`config.mk`:
```
export PLATFORM = sky130hd
export DESIGN_NAME = text_offset_tab_expander
export DESIGN_NICKNAME = d
export VERILOG_FILES = /design/src/hw/rtl/toe_pkg.sv /design/src/hw/rtl/toe_regs.sv /design/src/hw/rtl/toe_ctrl.sv /design/src/hw/rtl/toe_dp.sv /design/src/hw/rtl/text_offset_tab_expander.sv
export SDC_FILE = /design/constraint.sdc
export NUM_CORES = 1
export LEC_CHECK = 0
export BUFFER_PORTS_ARGS = -buffer_cell sky130_fd_sc_hd__buf_2
export CORE_MARGIN = 1
export CORE_UTILIZATION = 34
export CTS_CLUSTER_DIAMETER = 80
export CTS_CLUSTER_SIZE = 24
export DETAILED_ROUTE_END_ITERATION = 8
export PLACE_DENSITY = 0.61
export SKIP_LAST_GASP = 1
export SYNTH_ARGS = -nofsm -noshare
export SYNTH_HDL_FRONTEND = slang
export SYNTH_HIERARCHICAL = 1
export SYNTH_SLANG_ARGS = --single-unit
```
`constraint.sdc`:
```
create_clock -name clk -period 5 [get_ports clk]
set_input_delay 1 -clock clk [delete_from_list [all_inputs] [get_ports clk]]
set_output_delay 1 -clock clk [all_outputs]
set_load 0.005 [all_outputs]
```
`src/hw/rtl/toe_pkg.sv`:
```
// Shared types and constants for the text offset tab expander.
package toe_pkg;

  localparam logic [15:0] CH_BS  = 16'h0008;
  localparam logic [15:0] CH_TAB = 16'h0009;
  localparam logic [15:0] CH_LF  = 16'h000A;
  localparam logic [15:0] CH_FF  = 16'h000C;
  localparam logic [15:0] CH_CR  = 16'h000D;
  localparam logic [15:0] CH_SP  = 16'h0020;
  localparam logic [15:0] CTRL_MAX   = 16'h001F;
  localparam logic [15:0] SKIP_LO    = 16'h00C1;
  localparam logic [15:0] SKIP_HI    = 16'h00CF;
  localparam logic [5:0]  MAX_OFFSET = 6'd56;
  localparam logic [5:0]  TAB_REST   = 6'd7;

  localparam int unsigned ADDR_W = 4;
  localparam logic [1:0] REG_EXPAND_TABS = 2'd0;
  localparam logic [1:0] REG_CR_BEFORE_NL = 2'd1;
  localparam logic [1:0] REG_LINE_OFFSET = 2'd2;

  typedef struct packed {
    logic       expand_tabs;
    logic       cr_before_newline;
    logic [5:0] line_offset;
  } cfg_t;

  typedef enum logic {
    ST_IDLE,
    ST_RUN
  } state_t;

  typedef struct packed {
    logic load;
    logic step;
  } cmd_t;

  typedef struct packed {
    logic out_free;
    logic plan_empty;
    logic cnt_zero;
  } status_t;

endpackage

```
`src/hw/rtl/toe_regs.sv`:
```
// Configuration register file behind the APB-style port.
module toe_regs (
  input  logic                        clk,
  input  logic                        rst,
  input  logic                        psel,
  input  logic                        penable,
  input  logic                        pwrite,
  input  logic [toe_pkg::ADDR_W-1:0]  paddr,
  input  logic [31:0]                 pwdata,
  output logic [31:0]                 prdata,
  output toe_pkg::cfg_t               cfg
);
  import toe_pkg::*;

  logic wr_en;
  assign wr_en = psel && penable && pwrite;

  always_ff @(posedge clk) begin
    if (rst) begin
      cfg <= '0;
    end else if (wr_en) begin
      case (paddr[3:2])
        REG_EXPAND_TABS:  cfg.expand_tabs <= pwdata[0];
        REG_CR_BEFORE_NL: cfg.cr_before_newline <= pwdata[0];
        REG_LINE_OFFSET:  cfg.line_offset <= pwdata[5:0];
        default: ;
      endcase
    end
  end

  always_comb begin
    case (paddr[3:2])
      REG_EXPAND_TABS:  prdata = {31'd0, cfg.expand_tabs};
      REG_CR_BEFORE_NL: prdata = {31'd0, cfg.cr_before_newline};
      REG_LINE_OFFSET:  prdata = {26'd0, cfg.line_offset};
      default:          prdata = '0;
    endcase
  end

endmodule

```
`src/hw/rtl/toe_ctrl.sv`:
```
// Sequencer that accepts characters and steps out inserted runs.
module toe_ctrl (
  input  logic             clk,
  input  logic             rst,
  input  logic             in_valid,
  output logic             in_ready,
  input  toe_pkg::status_t st,
  output toe_pkg::cmd_t    cmd,
  output logic             busy
);
  import toe_pkg::*;

  state_t state, state_next;

  always_ff @(posedge clk) begin
    if (rst) begin
      state <= ST_IDLE;
    end else begin
      state <= state_next;
    end
  end

  always_comb begin
    state_next = state;
    cmd = '0;
    in_ready = 1'b0;
    case (state)
      ST_IDLE: begin
        in_ready = st.out_free;
        if (st.out_free && in_valid) begin
          cmd.load = 1'b1;
          if (!st.plan_empty) state_next = ST_RUN;
        end
      end
      ST_RUN: begin
        if (st.out_free) begin
          cmd.step = 1'b1;
          if (st.cnt_zero) state_next = ST_IDLE;
        end
      end
      default: state_next = ST_IDLE;
    endcase
  end

  assign busy = (state == ST_RUN);

endmodule

```
`src/hw/rtl/toe_dp.sv`:
```
// Datapath: column tracking, run planning and the output register.
module toe_dp (
  input  logic              clk,
  input  logic              rst,
  input  toe_pkg::cfg_t     cfg,
  input  logic [15:0]       char_in,
  input  toe_pkg::cmd_t     cmd,
  output toe_pkg::status_t  st,
  output logic              out_valid,
  input  logic              out_ready,
  output logic [15:0]       char_out,
  output logic              last_of_run
);
  import toe_pkg::*;

  logic [15:0] column, column_next;
  logic [5:0]  cnt;
  logic [15:0] pre_char, final_char;

  logic [5:0]  plan_pre;
  logic [15:0] plan_pre_char, plan_final;
  logic [5:0]  off;
  logic        col0;

  assign off  = (cfg.line_offset > MAX_OFFSET) ? MAX_OFFSET : cfg.line_offset;
  assign col0 = (column == 16'd0);

  always_comb begin
    plan_pre      = '0;
    plan_pre_char = CH_SP;
    plan_final    = char_in;
    column_next   = column;
    if (char_in == CH_LF) begin
      plan_pre      = {5'd0, cfg.cr_before_newline};
      plan_pre_char = CH_CR;
      column_next   = 16'd0;
    end else if (char_in == CH_FF) begin
      plan_final = CH_FF;
    end else if (col0) begin
      column_next = 16'd1;
      plan_pre    = off;
      if (char_in == CH_TAB) begin
        if (cfg.expand_tabs) begin
          plan_pre    = off + TAB_REST;
          plan_final  = CH_SP;
          column_next = 16'd8;
        end else begin
          plan_pre = off + 6'd1;
        end
      end
    end else if (char_in == CH_TAB && cfg.expand_tabs) begin
      plan_pre    = {3'd0, ~column[2:0]};
      plan_final  = CH_SP;
      column_next = {column[15:3] + 13'd1, 3'd0};
    end else if (char_in == CH_BS) begin
      column_next = column - 16'd1;
    end else if (char_in > CTRL_MAX && !(char_in inside {[SKIP_LO:SKIP_HI]})) begin
      column_next = column + 16'd1;
    end
  end

  always_ff @(posedge clk) begin
    if (rst) begin
      column    <= '0;
      cnt       <= '0;
      out_valid <= 1'b0;
    end else begin
      if (cmd.load) begin
        column     <= column_next;
        pre_char   <= plan_pre_char;
        final_char <= plan_final;
        out_valid  <= 1'b1;
        if (plan_pre == 6'd0) begin
          char_out    <= plan_final;
          last_of_run <= 1'b1;
        end else begin
          cnt         <= plan_pre - 6'd1;
          char_out    <= plan_pre_char;
          last_of_run <= 1'b0;
        end
      end else if (cmd.step) begin
        out_valid <= 1'b1;
        if (cnt == 6'd0) begin
          char_out    <= final_char;
          last_of_run <= 1'b1;
        end else begin
          cnt         <= cnt - 6'd1;
          char_out    <= pre_char;
          last_of_run <= 1'b0;
        end
      end else if (out_ready) begin
        out_valid <= 1'b0;
      end
    end
  end

  assign st.out_free   = !out_valid || out_ready;
  assign st.plan_empty = (plan_pre == 6'd0);
  assign st.cnt_zero   = (cnt == 6'd0);

endmodule

```
`src/hw/rtl/text_offset_tab_expander.sv`:
```
// The first output beat is registered from the accepted input beat and shows in the cycle after it is taken.
// Throughput: one character per cycle when it yields a single output beat and m_tready does not stall the output.
// A character yielding N beats (offset spaces, tab fill, CR) holds the input until its last beat is loaded.
// Reset clears the column, the run counter, the configuration registers and the output valid flag.
module text_offset_tab_expander (
  input  logic                       clk,
  input  logic                       rst,
  input  logic                       s_tvalid,
  output logic                       s_tready,
  input  logic [15:0]                s_tdata,  // [15:0] char_in
  output logic                       m_tvalid,
  input  logic                       m_tready,
  output logic [15:0]                m_tdata,  // [15:0] char_out
  output logic                       m_tlast,
  input  logic                       psel,
  input  logic                       penable,
  input  logic                       pwrite,
  input  logic [toe_pkg::ADDR_W-1:0] paddr,
  input  logic [31:0]                pwdata,
  output logic [31:0]                prdata,
  output logic                       pready
);
  import toe_pkg::*;

  cfg_t    cfg;
  cmd_t    cmd;
  status_t st;
  logic    busy;

  assign pready = 1'b1;

  toe_regs u_regs (
    .clk     (clk),
    .rst     (rst),
    .psel    (psel),
    .penable (penable),
    .pwrite  (pwrite),
    .paddr   (paddr),
    .pwdata  (pwdata),
    .prdata  (prdata),
    .cfg     (cfg)
  );

  toe_ctrl u_ctrl (
    .clk      (clk),
    .rst      (rst),
    .in_valid (s_tvalid),
    .in_ready (s_tready),
    .st       (st),
    .cmd      (cmd),
    .busy     (busy)
  );

  toe_dp u_dp (
    .clk         (clk),
    .rst         (rst),
    .cfg         (cfg),
    .char_in     (s_tdata),
    .cmd         (cmd),
    .st          (st),
    .out_valid   (m_tvalid),
    .out_ready   (m_tready),
    .char_out    (m_tdata),
    .last_of_run (m_tlast)
  );

  a_accept_loads: assert property (@(posedge clk) disable iff (rst)
    s_tvalid && s_tready |=> m_tvalid)
    else $error("accepted beat did not load the output register");

  a_no_accept_busy: assert property (@(posedge clk) disable iff (rst)
    busy |-> !s_tready)
    else $error("input taken while a run is in progress");

  a_partial_busy: assert property (@(posedge clk) disable iff (rst)
    m_tvalid && !m_tlast |-> busy)
    else $error("non-final beat shown with sequencer idle");

endmodule
```
==> flow_summary.ini <==
[clock_tree]
clock_sinks = 67
clock_latency_ns = 0.34
cts_setup_buffers = 0
cts-htree-levels = 3
clkTransAtPathRegs_ns = 0.06
ctsHoldBuffers = 0
cts_tree = built
post_cts_resized = 0
root_buffer = clkbuf_16
cts_max_path_buffers = 2
cts_made_buffers = 9

[finish]
multi_input_area_um2 = 2690
design_area_um2 = 5220
area_growth_pct = 12.4
layoutNonFillerInstCount = 742
antenna_cells = 0
final_common_cell = buf_2
final_nets = 640
drive_gt1_share_pct = 18.9
final_cell_mix = buf_2, nor2_1, a21oi_1, nand2_1, edfxtp_1
num-fill-cells = 1344
seqCellArea_um2 = 1690

[synth]
netlist_instances = 519
synth_xor_area_share_pct = 4.52
seq_area_frac_synth_pct = 36.4
yosys_warnings = 6
synth_simple_gate_area_share_pct = 23.8
synth_edf_count = 35
syn_area_per_cell_um2 = 8.96
synth_seq_cells = 67
synthDistinctLibCells = 73
synth_top_family_by_area = simple AND/OR/NAND/NOR gates
synth_fa_ha_area_share_pct = 5.71
syn_area_um2 = 4650
ys.flop_type = edfxtp_1
synth.mux.area_fraction_pct = 4.25
synth-compound-area-share_pct = 17.5
async_flop_share_pct = 0

[critical_path]
crit_arrival_ns = 4.84
reg2reg_to = u_dp/column[15]
endpoint = u_dp/column[15]
r2r_cells = 8
critical_path.startpoint_type = input port
required_ns = 5.26
cp_max_fo = 16
startpoint = s_tdata[4]
r2r_slack_ns = 1.67
regToRegStartpoint = u_dp/column[12]
end_kind = flop
crit_type = in2reg

[grt]
antenna_found_initial = 0
grt_pass1_wl_um = 17700
grt_max_degree = 41
track_usage_pct = 15.5
first_global_vias = 3758
overflow = 0

[sta]
tns_ns = 0
drv_slew = 0
worst_pin_slew_ns = 0.892
slew_headroom_pct = 40.3
fin_crit_ns = 4.57
timing.final.crit_share_pct = 91.5
clock_skew_ns = 0.00733
max_clock_freq_mhz = 219
final.setup.worst_slack_ns = 0.427
rsz0062_at_grt = false
setup_violations = 0
report.final.hold_viol_count = 0

[floorplan]
core-area_um2 = 13300
start_util_pct = 35.0
die_y_um = 119
die_w_um = 119
num_rows = 42
io_pins = 111
die-area_um2 = 14100

[placed_design]
place_ws_ns = 0.126
placed_area_um2 = 4960
dp.cells = 726
place.detailed.hpwl_um = 7830
gp_congestion = 0.830
portBuffers = 55

[route]
dr.pass1.iters = 4
drt_wl_total_um = 10600
vias = 3827
vias_per_cell = 5.16
drt_iter0_drc = 373
ant_nets = 0
wl_per_cell_um = 14.3
route.detailed.drc = 0

[power]
leakagePower_nw = 2.14
pwr-share-comb_pct = 14.9
vdd_ir_drop_max_mv = 0.116
power.share.clock_pct = 40.1
p_sw_mw = 0.368
pwr-share-seq_pct = 45.0
switching_share_pct = 26.4
power_density_nw_per_um2 = 267
p_int_mw = 1.03

[job]
max_cap_violations = 0

[min_path]
hold_class = reg2reg

[status]
status = completed
-- area by class of cell --
cell class	instances	area share, %
inverter	11	0.791
multi-input combinational	412	51.6
tap	176	4.22
timing repair buffer	60	5.99
clock buffer	11	4.46
clock inverter	5	0.575
sequential	67	32.4
-- power by group through the flow --
stage          Combinational, mW  Sequential [mW]  Clock (mW)
6_report                   0.208            0.627       0.558
5_1_grt                    0.232            0.630       0.590
4_1_cts                    0.208            0.627       0.570
3_5_place_dp               0.207            0.639           0
3_3_place_gp               0.204            0.637           0
2_1_floorplan              0.163            0.637           0
-- registers in the layout, summed over array words and instances, names as in the netlist --
| register | flops |
|---|---|
| u_ctrl/busy | 1 |
| u_dp/column | 16 |
| u_dp/out_valid | 1 |
| u_dp/final_char | 16 |
| u_dp/char_out | 16 |
| u_dp/pre_char | 2 |
| u_dp/cnt | 6 |
| u_dp/last_of_run | 1 |
| u_regs/cfg | 8 |
-- synth_stat cells, types with 5 or more instances --
cell	count	share of area (%)
a211oi_1	6	0.97
a21o_1	6	0.97
a21oi_1	36	3.9
a22o_1	12	2.3
a31oi_1	5	0.67
and2_1	11	1.5
and3_1	9	1.2
buf_4	28	4.5
clkbuf_1	25	2.0
dfxtp_1	32	14
edfxtp_1	35	23
ha_1	18	4.8
inv_1	10	0.81
mux2i_1	16	3.4
nand2_1	35	2.8
nand2b_1	7	0.94
nand3_1	15	1.6
nand4_1	5	0.67
nor2_1	47	3.8
nor2b_1	5	0.67
nor3_1	15	1.6
nor3b_1	5	0.81
nor4_1	7	0.94
o21ai_0	26	2.8
or2b_2	10	1.9
xnor2_1	15	2.8
xor2_1	9	1.7
-- kinds of logic after synthesis --
family / after synthesis
buf+inv: 65
other cells: 2
simple gates: 198
xor+xnor: 24
fa+ha+maj: 20
flops: 67
mux: 19
compound gates: 124
-- metal layers --
layer	global-route usage, %	vias to the layer above	part of all wire [%]
li1	-	1916	-
met1	19.2	1816	46
met2	25.8	79	48
met3	2.20	16	3.2
met4	8.47	0	2.5
met5	0	-	0
-- metrics by stage --
stage / utilization (%) / hold WS, ns / total power, mW
3_5_place_dp: 37.3 / 0.494 / 0.846
5_1_grt: 39.3 / 0.523 / 1.45
4_1_cts: 39.3 / 0.502 / 1.41
6_report: 39.3 / 0.504 / 1.39
2_1_floorplan: - / 0.462 / 0.800
3_3_place_gp: 37.3 / 0.475 / 0.841
-- critical path, cell delays in order --
cell and delay, ns:
buf_2 0.13, nor4b_2 0.45, nand4_1 0.25, nor3_2 0.17, buf_4 0.27, ha_1 0.27
o21a_1 0.17, a21oi_1 0.10, a21oi_1 0.31, a31oi_1 0.17, o41ai_1 0.57, a21oi_1 0.18
mux2i_1 0.15, or4_1 0.52, a21oi_1 0.13
-- worst min path at each step --
stage | startpoint | to | slack, ns | cells after the start
after detailed placement | u_dp/cnt[3] | u_dp/cnt[3] | 0.49 | 2
final | u_dp/cnt[3] | u_dp/cnt[3] | 0.50 | 2
after global routing | u_dp/cnt[4] | u_dp/cnt[4] | 0.52 | 2
after global placement | u_dp/cnt[3] | u_dp/cnt[3] | 0.48 | 2
after floorplan | u_dp/cnt[2] | u_dp/cnt[2] | 0.46 | 2
after CTS | u_dp/cnt[3] | u_dp/cnt[3] | 0.50 | 2
No activity file was read; power rests on OpenSTA's default activity.
